==> src/sv/pecpd_pkg.sv <==
package pecpd_pkg;

    // Default ring depth for the edge history.
    localparam int RING_DEPTH = 4;

    // Field widths fixed by the interface.
    localparam int FUNC_W  = 2;
    localparam int TIME_W  = 32;
    localparam int GAP_W   = 16;
    localparam int CHAN_W  = 8;
    localparam int COUNT_W = 32;
    localparam int MODE_W  = 3;
    localparam int CFG_IDX_W  = 3;
    localparam int CFG_DATA_W = 16;

    // Highest channel index; the index saturates here.
    localparam logic [CHAN_W-1:0] CHAN_MAX = '1;

    // Request function codes.
    typedef enum logic [FUNC_W-1:0] {
        FUNC_RISE  = 2'd0,
        FUNC_FALL  = 2'd1,
        FUNC_CLEAR = 2'd2
    } t_func;

    // Configuration register indexes.
    typedef enum logic [CFG_IDX_W-1:0] {
        CFG_MODE        = 3'd0,
        CFG_CHAN_COUNT  = 3'd1,
        CFG_SYNC_THRESH = 3'd2,
        CFG_RANGE_CHECK = 3'd3,
        CFG_POS_MIN     = 3'd4,
        CFG_POS_MAX     = 3'd5
    } t_cfg_idx;

    // Mode bit positions.
    localparam int MODE_COUNT_FALL = 0;
    localparam int MODE_POS_RISE   = 1;
    localparam int MODE_POS_FALL   = 2;

    // Position decode settings handed to the gap decoder.
    typedef struct packed {
        logic [CHAN_W-1:0] channel_count;
        logic [GAP_W-1:0]  sync_threshold;
        logic              range_check;
        logic [GAP_W-1:0]  pos_min;
        logic [GAP_W-1:0]  pos_max;
    } t_pos_cfg;

    // Outcome of decoding one gap.
    typedef struct packed {
        logic              write;
        logic              sync;
        logic [CHAN_W-1:0] channel;
        logic [GAP_W-1:0]  value;
        logic [CHAN_W-1:0] next_chan;
    } t_gap_result;

endpackage

==> src/sv/pecpd_gap_decode.sv <==
module pecpd_gap_decode (
    input  logic [pecpd_pkg::GAP_W-1:0]  i_gap,
    input  logic [pecpd_pkg::CHAN_W-1:0] i_chan,
    input  pecpd_pkg::t_pos_cfg          i_cfg,
    output pecpd_pkg::t_gap_result       o_result
);

    logic in_range;
    logic below_sync;

    // A gap below the threshold is a channel pulse; otherwise it is frame sync.
    assign below_sync = i_gap < i_cfg.sync_threshold;
    assign in_range   = !i_cfg.range_check ||
                        ((i_gap >= i_cfg.pos_min) && (i_gap <= i_cfg.pos_max));

    always_comb begin
        o_result = '0;
        if (below_sync) begin
            if ((i_chan < i_cfg.channel_count) && in_range) begin
                o_result.write   = 1'b1;
                o_result.channel = i_chan;
                o_result.value   = i_gap;
            end
            // The channel index advances even when nothing is written.
            if (i_chan != pecpd_pkg::CHAN_MAX) begin
                o_result.next_chan = i_chan + 1'b1;
            end else begin
                o_result.next_chan = i_chan;
            end
        end else begin
            o_result.sync      = 1'b1;
            o_result.next_chan = '0;
        end
    end

endmodule

==> src/sv/pulse_edge_capture_ppm_decoder.sv <==
// Pulse edge capture with PPM position decode.
//
// Input channel: each request carries a function (rising edge, falling edge or
// clear) and a 32-bit microsecond timestamp. Output channel: one result per
// request with period, low width, high width, the falling-edge total and an
// optional position write or frame sync indication. Configuration is written
// through a plain write port while the block is idle; only the user ensures this.
//
// o_out_valid rises in the cycle after acceptance. Throughput is one request
// per cycle while the receiver does not stall: the edge history and counters
// update in the same cycle a request is accepted, and the result lands in a
// single output register. When the receiver stalls, the held result stays
// stable and o_in_stall is raised only while that output register is occupied.
//
// Reset (synchronous, active low) clears the edge history, the counters, the
// channel index, all configuration registers and the output valid.
module pulse_edge_capture_ppm_decoder #(
    parameter int RING_DEPTH = pecpd_pkg::RING_DEPTH
) (
    input  logic                                i_clk,
    input  logic                                i_rst_n,
    // Request channel
    input  logic                                i_in_valid,
    output logic                                o_in_stall,
    input  logic [pecpd_pkg::FUNC_W-1:0]        i_in_func,
    input  logic [pecpd_pkg::TIME_W-1:0]        i_in_time_us,
    // Result channel
    output logic                                o_out_valid,
    input  logic                                i_out_stall,
    output logic [pecpd_pkg::GAP_W-1:0]         o_out_period_us,
    output logic [pecpd_pkg::GAP_W-1:0]         o_out_low_width_us,
    output logic [pecpd_pkg::GAP_W-1:0]         o_out_high_width_us,
    output logic [pecpd_pkg::COUNT_W-1:0]       o_out_falling_total,
    output logic                                o_out_pos_write,
    output logic [pecpd_pkg::CHAN_W-1:0]        o_out_pos_channel,
    output logic [pecpd_pkg::GAP_W-1:0]         o_out_pos_value,
    output logic                                o_out_frame_sync,
    // Configuration write port
    input  logic                                i_cfg_we,
    input  logic [pecpd_pkg::CFG_IDX_W-1:0]     i_cfg_idx,
    input  logic [pecpd_pkg::CFG_DATA_W-1:0]    i_cfg_data
);

    localparam int SLOT_W = $clog2(RING_DEPTH);
    localparam int FILL_W = $clog2(RING_DEPTH + 1);
    localparam logic [SLOT_W-1:0] LAST_SLOT = SLOT_W'(RING_DEPTH - 1);
    localparam logic [FILL_W-1:0] FILL_FULL = FILL_W'(RING_DEPTH);

    localparam int GW = pecpd_pkg::GAP_W;

    // Configuration registers
    logic [pecpd_pkg::MODE_W-1:0] r_mode;
    pecpd_pkg::t_pos_cfg          r_pos_cfg;

    // Edge history. Only the low 16 bits of a time ever reach a result.
    logic [GW-1:0]     r_rise [RING_DEPTH];
    logic [GW-1:0]     n_rise [RING_DEPTH];
    logic [SLOT_W-1:0] r_ws, n_ws;
    logic              r_primed, n_primed;     // a falling edge closed a slot
    logic [FILL_W-1:0] r_fill, n_fill;
    logic [GW-1:0]     r_last_rise, n_last_rise; // rising time of the last slot
    logic [GW-1:0]     r_last_fall, n_last_fall; // falling time of the last slot
    logic [GW-1:0]     r_prev_fall, n_prev_fall; // falling time of the slot before
    logic [pecpd_pkg::COUNT_W-1:0] r_fall_cnt, n_fall_cnt;
    logic [pecpd_pkg::CHAN_W-1:0]  r_chan, n_chan;

    // Output register
    logic                          r_out_valid;
    logic [GW-1:0]                 r_period, r_low, r_high, r_pos_value;
    logic [GW-1:0]                 n_period, n_low, n_high, n_pos_value;
    logic [pecpd_pkg::COUNT_W-1:0] r_total;
    logic                          r_pos_write, n_pos_write;
    logic [pecpd_pkg::CHAN_W-1:0]  r_pos_channel, n_pos_channel;
    logic                          r_sync, n_sync;

    logic                   accept;
    logic                   dec_en;
    logic [GW-1:0]          gap;
    logic [GW-1:0]          t16;
    pecpd_pkg::t_gap_result dec;

    assign o_in_stall = r_out_valid && i_out_stall;
    assign accept     = i_in_valid && !o_in_stall;
    assign t16        = i_in_time_us[GW-1:0];

    // Pick the gap to decode: against the last closed slot of the same edge kind.
    // Before any slot is closed, the gap is zero.
    always_comb begin
        dec_en = 1'b0;
        gap    = '0;
        case (pecpd_pkg::t_func'(i_in_func))
            pecpd_pkg::FUNC_RISE: begin
                dec_en = r_mode[pecpd_pkg::MODE_POS_RISE];
                gap    = r_primed ? (t16 - r_last_rise) : '0;
            end
            pecpd_pkg::FUNC_FALL: begin
                dec_en = r_mode[pecpd_pkg::MODE_POS_FALL];
                gap    = r_primed ? (t16 - r_last_fall) : '0;
            end
            default: begin
                dec_en = 1'b0;
                gap    = '0;
            end
        endcase
    end

    pecpd_gap_decode u_gap_decode (
        .i_gap    (gap),
        .i_chan   (r_chan),
        .i_cfg    (r_pos_cfg),
        .o_result (dec)
    );

    // Next state of the edge history and counters for one request.
    always_comb begin
        n_rise      = r_rise;
        n_ws        = r_ws;
        n_primed    = r_primed;
        n_fill      = r_fill;
        n_last_rise = r_last_rise;
        n_last_fall = r_last_fall;
        n_prev_fall = r_prev_fall;
        n_fall_cnt  = r_fall_cnt;
        n_chan      = dec_en ? dec.next_chan : r_chan;
        case (pecpd_pkg::t_func'(i_in_func))
            pecpd_pkg::FUNC_RISE: begin
                n_rise[r_ws] = t16;
                if (!r_primed) begin
                    n_last_rise = t16;
                end
                if (r_fill != FILL_FULL) begin
                    n_fill = r_fill + 1'b1;
                end
            end
            pecpd_pkg::FUNC_FALL: begin
                // Close the current slot and move on to the next one.
                n_last_rise = r_rise[r_ws];
                n_last_fall = t16;
                n_prev_fall = r_last_fall;
                n_primed    = 1'b1;
                n_ws        = (r_ws == LAST_SLOT) ? '0 : r_ws + 1'b1;
                if (r_mode[pecpd_pkg::MODE_COUNT_FALL]) begin
                    n_fall_cnt = r_fall_cnt + 1'b1;
                end
                if (r_fill != FILL_FULL) begin
                    n_fill = r_fill + 1'b1;
                end
            end
            pecpd_pkg::FUNC_CLEAR: begin
                for (int i = 0; i < RING_DEPTH; i++) begin
                    n_rise[i] = '0;
                end
                n_ws        = '0;
                n_primed    = 1'b0;
                n_fill      = '0;
                n_last_rise = '0;
                n_last_fall = '0;
                n_prev_fall = '0;
                n_fall_cnt  = '0;
            end
            default: begin
                n_fill = r_fill;
            end
        endcase
    end

    // Result fields, taken from the state after this request.
    always_comb begin
        if (n_fill == FILL_FULL) begin
            n_period = n_last_fall - n_prev_fall;
            n_low    = n_last_rise - n_prev_fall;
            n_high   = n_last_fall - n_last_rise;
        end else begin
            n_period = '0;
            n_low    = '0;
            n_high   = '0;
        end
        n_pos_write   = dec_en && dec.write;
        n_pos_channel = dec_en ? dec.channel : '0;
        n_pos_value   = dec_en ? dec.value : '0;
        n_sync        = dec_en && dec.sync;
    end

    // Configuration registers.
    always_ff @(posedge i_clk) begin
        if (!i_rst_n) begin
            r_mode    <= '0;
            r_pos_cfg <= '0;
        end else if (i_cfg_we) begin
            case (pecpd_pkg::t_cfg_idx'(i_cfg_idx))
                pecpd_pkg::CFG_MODE:        r_mode <= i_cfg_data[pecpd_pkg::MODE_W-1:0];
                pecpd_pkg::CFG_CHAN_COUNT:  begin
                    r_pos_cfg.channel_count <= i_cfg_data[pecpd_pkg::CHAN_W-1:0];
                end
                pecpd_pkg::CFG_SYNC_THRESH: r_pos_cfg.sync_threshold <= i_cfg_data[GW-1:0];
                pecpd_pkg::CFG_RANGE_CHECK: r_pos_cfg.range_check <= i_cfg_data[0];
                pecpd_pkg::CFG_POS_MIN:     r_pos_cfg.pos_min <= i_cfg_data[GW-1:0];
                pecpd_pkg::CFG_POS_MAX:     r_pos_cfg.pos_max <= i_cfg_data[GW-1:0];
                default:                    r_mode <= r_mode;
            endcase
        end
    end

    // Edge history and counters update on each accepted request.
    always_ff @(posedge i_clk) begin
        if (!i_rst_n) begin
            for (int i = 0; i < RING_DEPTH; i++) begin
                r_rise[i] <= '0;
            end
            r_ws        <= '0;
            r_primed    <= 1'b0;
            r_fill      <= '0;
            r_last_rise <= '0;
            r_last_fall <= '0;
            r_prev_fall <= '0;
            r_fall_cnt  <= '0;
            r_chan      <= '0;
        end else if (accept) begin
            r_rise      <= n_rise;
            r_ws        <= n_ws;
            r_primed    <= n_primed;
            r_fill      <= n_fill;
            r_last_rise <= n_last_rise;
            r_last_fall <= n_last_fall;
            r_prev_fall <= n_prev_fall;
            r_fall_cnt  <= n_fall_cnt;
            r_chan      <= n_chan;
        end
    end

    // Output valid: filled on acceptance, emptied when the receiver takes it.
    always_ff @(posedge i_clk) begin
        if (!i_rst_n) begin
            r_out_valid <= 1'b0;
        end else if (!o_in_stall) begin
            r_out_valid <= i_in_valid;
        end
    end

    // Output payload.
    always_ff @(posedge i_clk) begin
        if (accept) begin
            r_period      <= n_period;
            r_low         <= n_low;
            r_high        <= n_high;
            r_total       <= n_fall_cnt;
            r_pos_write   <= n_pos_write;
            r_pos_channel <= n_pos_channel;
            r_pos_value   <= n_pos_value;
            r_sync        <= n_sync;
        end
    end

    assign o_out_valid         = r_out_valid;
    assign o_out_period_us     = r_period;
    assign o_out_low_width_us  = r_low;
    assign o_out_high_width_us = r_high;
    assign o_out_falling_total = r_total;
    assign o_out_pos_write     = r_pos_write;
    assign o_out_pos_channel   = r_pos_channel;
    assign o_out_pos_value     = r_pos_value;
    assign o_out_frame_sync    = r_sync;

endmodule
==> config.mk <==
export PLATFORM = sky130hd
export DESIGN_NAME = pulse_edge_capture_ppm_decoder
export DESIGN_NICKNAME = d
export VERILOG_FILES = /design/src/sv/pecpd_pkg.sv /design/src/sv/pecpd_gap_decode.sv /design/src/sv/pulse_edge_capture_ppm_decoder.sv
export SDC_FILE = /design/constraint.sdc
export NUM_CORES = 1
export LEC_CHECK = 0
export BUFFER_PORTS_ARGS = -buffer_cell sky130_fd_sc_hd__buf_2
export CAP_MARGIN = 30
export CELL_PAD_IN_SITES_DETAIL_PLACEMENT = 1
export CELL_PAD_IN_SITES_GLOBAL_PLACEMENT = 2
export CORE_UTILIZATION = 37
export DETAILED_ROUTE_END_ITERATION = 8
export PLACE_DENSITY_LB_ADDON = 0.1
export SYNTH_ARGS = -nofsm -noshare
export SYNTH_HDL_FRONTEND = slang
export SYNTH_SLANG_ARGS = --single-unit
==> constraint.sdc <==
create_clock -name i_clk -period 5.04 [get_ports i_clk]
set_clock_uncertainty 0.1 [all_clocks]
set_input_delay 0.504 -clock i_clk [delete_from_list [all_inputs] [get_ports i_clk]]
set_output_delay 0.504 -clock i_clk [all_outputs]
set_load 0.01 [all_outputs]
==> results.cfg <==
[run_status]
outcome = finished, final reports clean

[clock_network]
cts_tree = done
numCtsBuffers = 39
htreeDepth = 2
cts_sinks = 325
postCtsHoldBufs = 0
root_buffer = clkbuf_16
insertion_delay_ns = 0.57
cts_buffer_depth = 3
cts.clk_slew.worst_paths_ns = 0.06

[synth]
synth_top_area_share_pct = 24.05
synth_async_sr_flop_share_pct = 0
synth_edf_count = 106
yosys.area.top_type = dfxtp_1
ys.flop_type = dfxtp_1
ys_ff_latch = 325
yosys-top-cells-area = dfxtp_1 24%, edfxtp_1 17%, ha_1 9.7%
synth.cell_area_mm2 = 0.01823
netlist_instances = 2095
avgSynthCellArea_um2 = 8.703
postSynthNetCount = 2299
seq_area_frac_synth_pct = 41.50
synth_warnings = 0
synthDistinctLibCells = 68

[critical_path]
path_cells = ha_1 -> fa_1 -> nor2b_1 -> o21ai_0 -> a21boi_0 -> o41a_1 -> a21oi_1 -> xor2_1 -> o22ai_1 -> buf_4 -> ha_1 -> a21o_1 -> a21o_1 -> a21oi_1 -> o311ai_1 -> a21boi_4 -> o2111ai_4 -> buf_12 -> nor2_1
critPathSlowestCell = dfxtp_1
crit_arrival_ns = 5.02
crit_required_ns = 5.35
slowest_delay_ns = 0.45
end_kind = register
critPathKind = reg2reg
worst_setup_path_start_kind = register
cp_max_fo = 13

[die]
start_util_pct = 37.87
die_y_um = 224.0
ios = 166
core_mm2 = 0.04815
rows = 80
fp.dieW_um = 224.0
die_area_mm2 = 0.05017

[route]
via_count = 15799
wirelength_um = 57380
dr_wl_met2_um = 25480
dr.max_layer_used = met4
met1_length_um = 27980
drtIter0Drc = 741
drtPass1Iterations = 5
post_drt_wl_per_cell_um = 19.58
vias_per_cell = 5.390
routed-wl-met3_um = 2172
antenna_left = 0
drc_errors = 0

[final_layout]
diodes = 0
final_cell_mix = 271 x nor2_1, 221 x nand2_1, 219 x dfxtp_1
drive_above_1_share_pct = 13.01
nets = 2448
syn_to_final_growth_pct = 16.26
final_common_cell = nor2_1

[timing]
fin_crit_sh_pct = 93.36
tightest_slew_ns = 0.8604
fin_crit_ns = 4.705
fmax_mhz = 212.5
final-max-slew-violation-count = 0
hold_violations = 0
hold-worst-slack_ns = 0.07976
finalSetupViolCount = 0
rsz0062_at_grt = false
maxSlewHeadroom_pct = 42.03

[run]
maxCapViolCount = 0

[global_route]
grt_max_degree = 88
antenna_found_initial = 0
grt_use_total_pct = 22.86
grt_pass1_vias = 15876
grt_overflow = 0
grt_pass1_wl_um = 89910

[pwr]
finalPower_mw = 6.728
p_leak_nw = 8.110
power-per-cell-area_mw_per_mm2 = 317.4
peakVddDrop_uv = 228.1

[place]
gp_congestion = 0.8468
dp_hpwl_um = 42140
io_buffers = 149

[hold_path]
holdCritPathClass = in2reg
==> cells by family after synthesis <==
family | Yosys count | share of synthesized area, %
AO/OA/AOI/OAI | 548 | 19.11
AND/OR/NAND/NOR | 734 | 18.06
flip-flops | 325 | 41.50
multiplexers | 21 | 2.251
adder cells (fa/ha/maj) | 146 | 10.23
buffers and inverters | 241 | 5.016
XOR/XNOR | 80 | 3.843
==> per-layer routing <==
layer  vias up  track usage, %
met3        80           2.440
met2       282           36.30
li1       7712               -
met5         -               0
met1      7725           32.16
met4         0           7.954
==> final timing paths <==
path	startpoint	end	slack, ns	cells past startpoint
max reg2reg	r_last_fall[0]$_SDFFE_PN0P_	o_out_pos_value[3]$_SDFFCE_PN0P_	0.33	19
max	r_last_fall[0]$_SDFFE_PN0P_	o_out_pos_value[3]$_SDFFCE_PN0P_	0.33	19
min	i_in_valid	o_out_valid$_SDFFE_PN0N_	0.08	2
min reg2reg	r_pos_cfg[7]$_SDFFE_PN0P_	r_pos_cfg[7]$_SDFFE_PN0P_	0.35	2
==> registers in the layout, summed over array words and instances, names as in the netlist <==
signal / count
r_last_rise: 16
o_out_frame_sync: 1
r_primed: 1
r_ws: 2
o_out_falling_total: 32
r_fall_cnt: 32
o_out_low_width_us: 16
o_out_valid: 1
o_out_period_us: 16
o_out_pos_value: 16
r_last_fall: 16
r_fill: 3
o_out_high_width_us: 16
r_chan: 8
r_rise: 64
r_mode: 3
r_pos_cfg: 57
r_prev_fall: 16
o_out_pos_channel: 8
o_out_pos_write: 1
==> worst max-delay path, delay by kind of cell, from the launching register on <==
| family | cells | cell delay (ns) |
|---|---|---|
| AND/OR/NAND/NOR | 2 | 0.17 |
| adder cells (fa/ha/maj) | 3 | 0.64 |
| flip-flops | 1 | 0.45 |
| XOR/XNOR | 1 | 0.20 |
| AO/OA/AOI/OAI | 11 | 2.50 |
| buffers and inverters | 2 | 0.46 |
==> synthesized netlist by cell type, drive strengths merged, types with 11 or more instances <==
| cell type | count |
|---|---|
| nand2b | 21 |
| xor2 | 47 |
| ha | 141 |
| a21oi | 176 |
| inv | 136 |
| o22ai | 11 |
| xnor2 | 33 |
| nor4 | 11 |
| a21o | 44 |
| a31oi | 11 |
| buf | 14 |
| or3 | 14 |
| nor3 | 65 |
| a211oi | 43 |
| edfxtp | 106 |
| a22oi | 105 |
| nor2 | 272 |
| nand3 | 25 |
| mux4 | 16 |
| o21ai | 100 |
| nor2b | 32 |
| dfxtp | 219 |
| clkbuf | 89 |
| nand2 | 222 |
| nand4 | 22 |
| o21a | 17 |
==> through the flow <==
step / setup slack [ns] / TNS, ns / util [%] / std cells / cell area, um^2
CTS: 0.1679 / 0 / 43.96 / 2928 / 21160
global placement: -0.001381 / -0.001381 / 41.30 / 2853 / 19890
global route: 0.05508 / 0 / 44.03 / 2931 / 21200
floorplan: 0.4671 / 0 / - / 2095 / 18230
finish: 0.3346 / 0 / 44.03 / 2931 / 21200
detailed placement: -0.09922 / -0.9910 / 41.46 / 2856 / 19960
==> timing repair <==
action	in CTS	in global routing
setup buffers	0	3
gates resized for setup	0	3
setup endpoints to repair	0	18
==> final cells by class <==
type                       count  area, um^2
sequential                   325        7567
inverter                     138       528.0
timing repair buffer         211        1289
clock inverter                12       96.34
fill                        5642       26950
clock buffer                  60        1106
tap                          656       820.8
multi-input combinational   1529        9791
==> power breakdown <==
| group | switching, mW | leakage (nW) | internal, mW |
|---|---|---|---|
| registers | 0.0359 | 2.84 | 2.78 |
| logic | 0.753 | 4.69 | 0.452 |
| clock network | 1.15 | 0.580 | 1.57 |
| total | 1.93 | 8.11 | 4.79 |
Note: power is estimated with default switching activity, not from simulation.
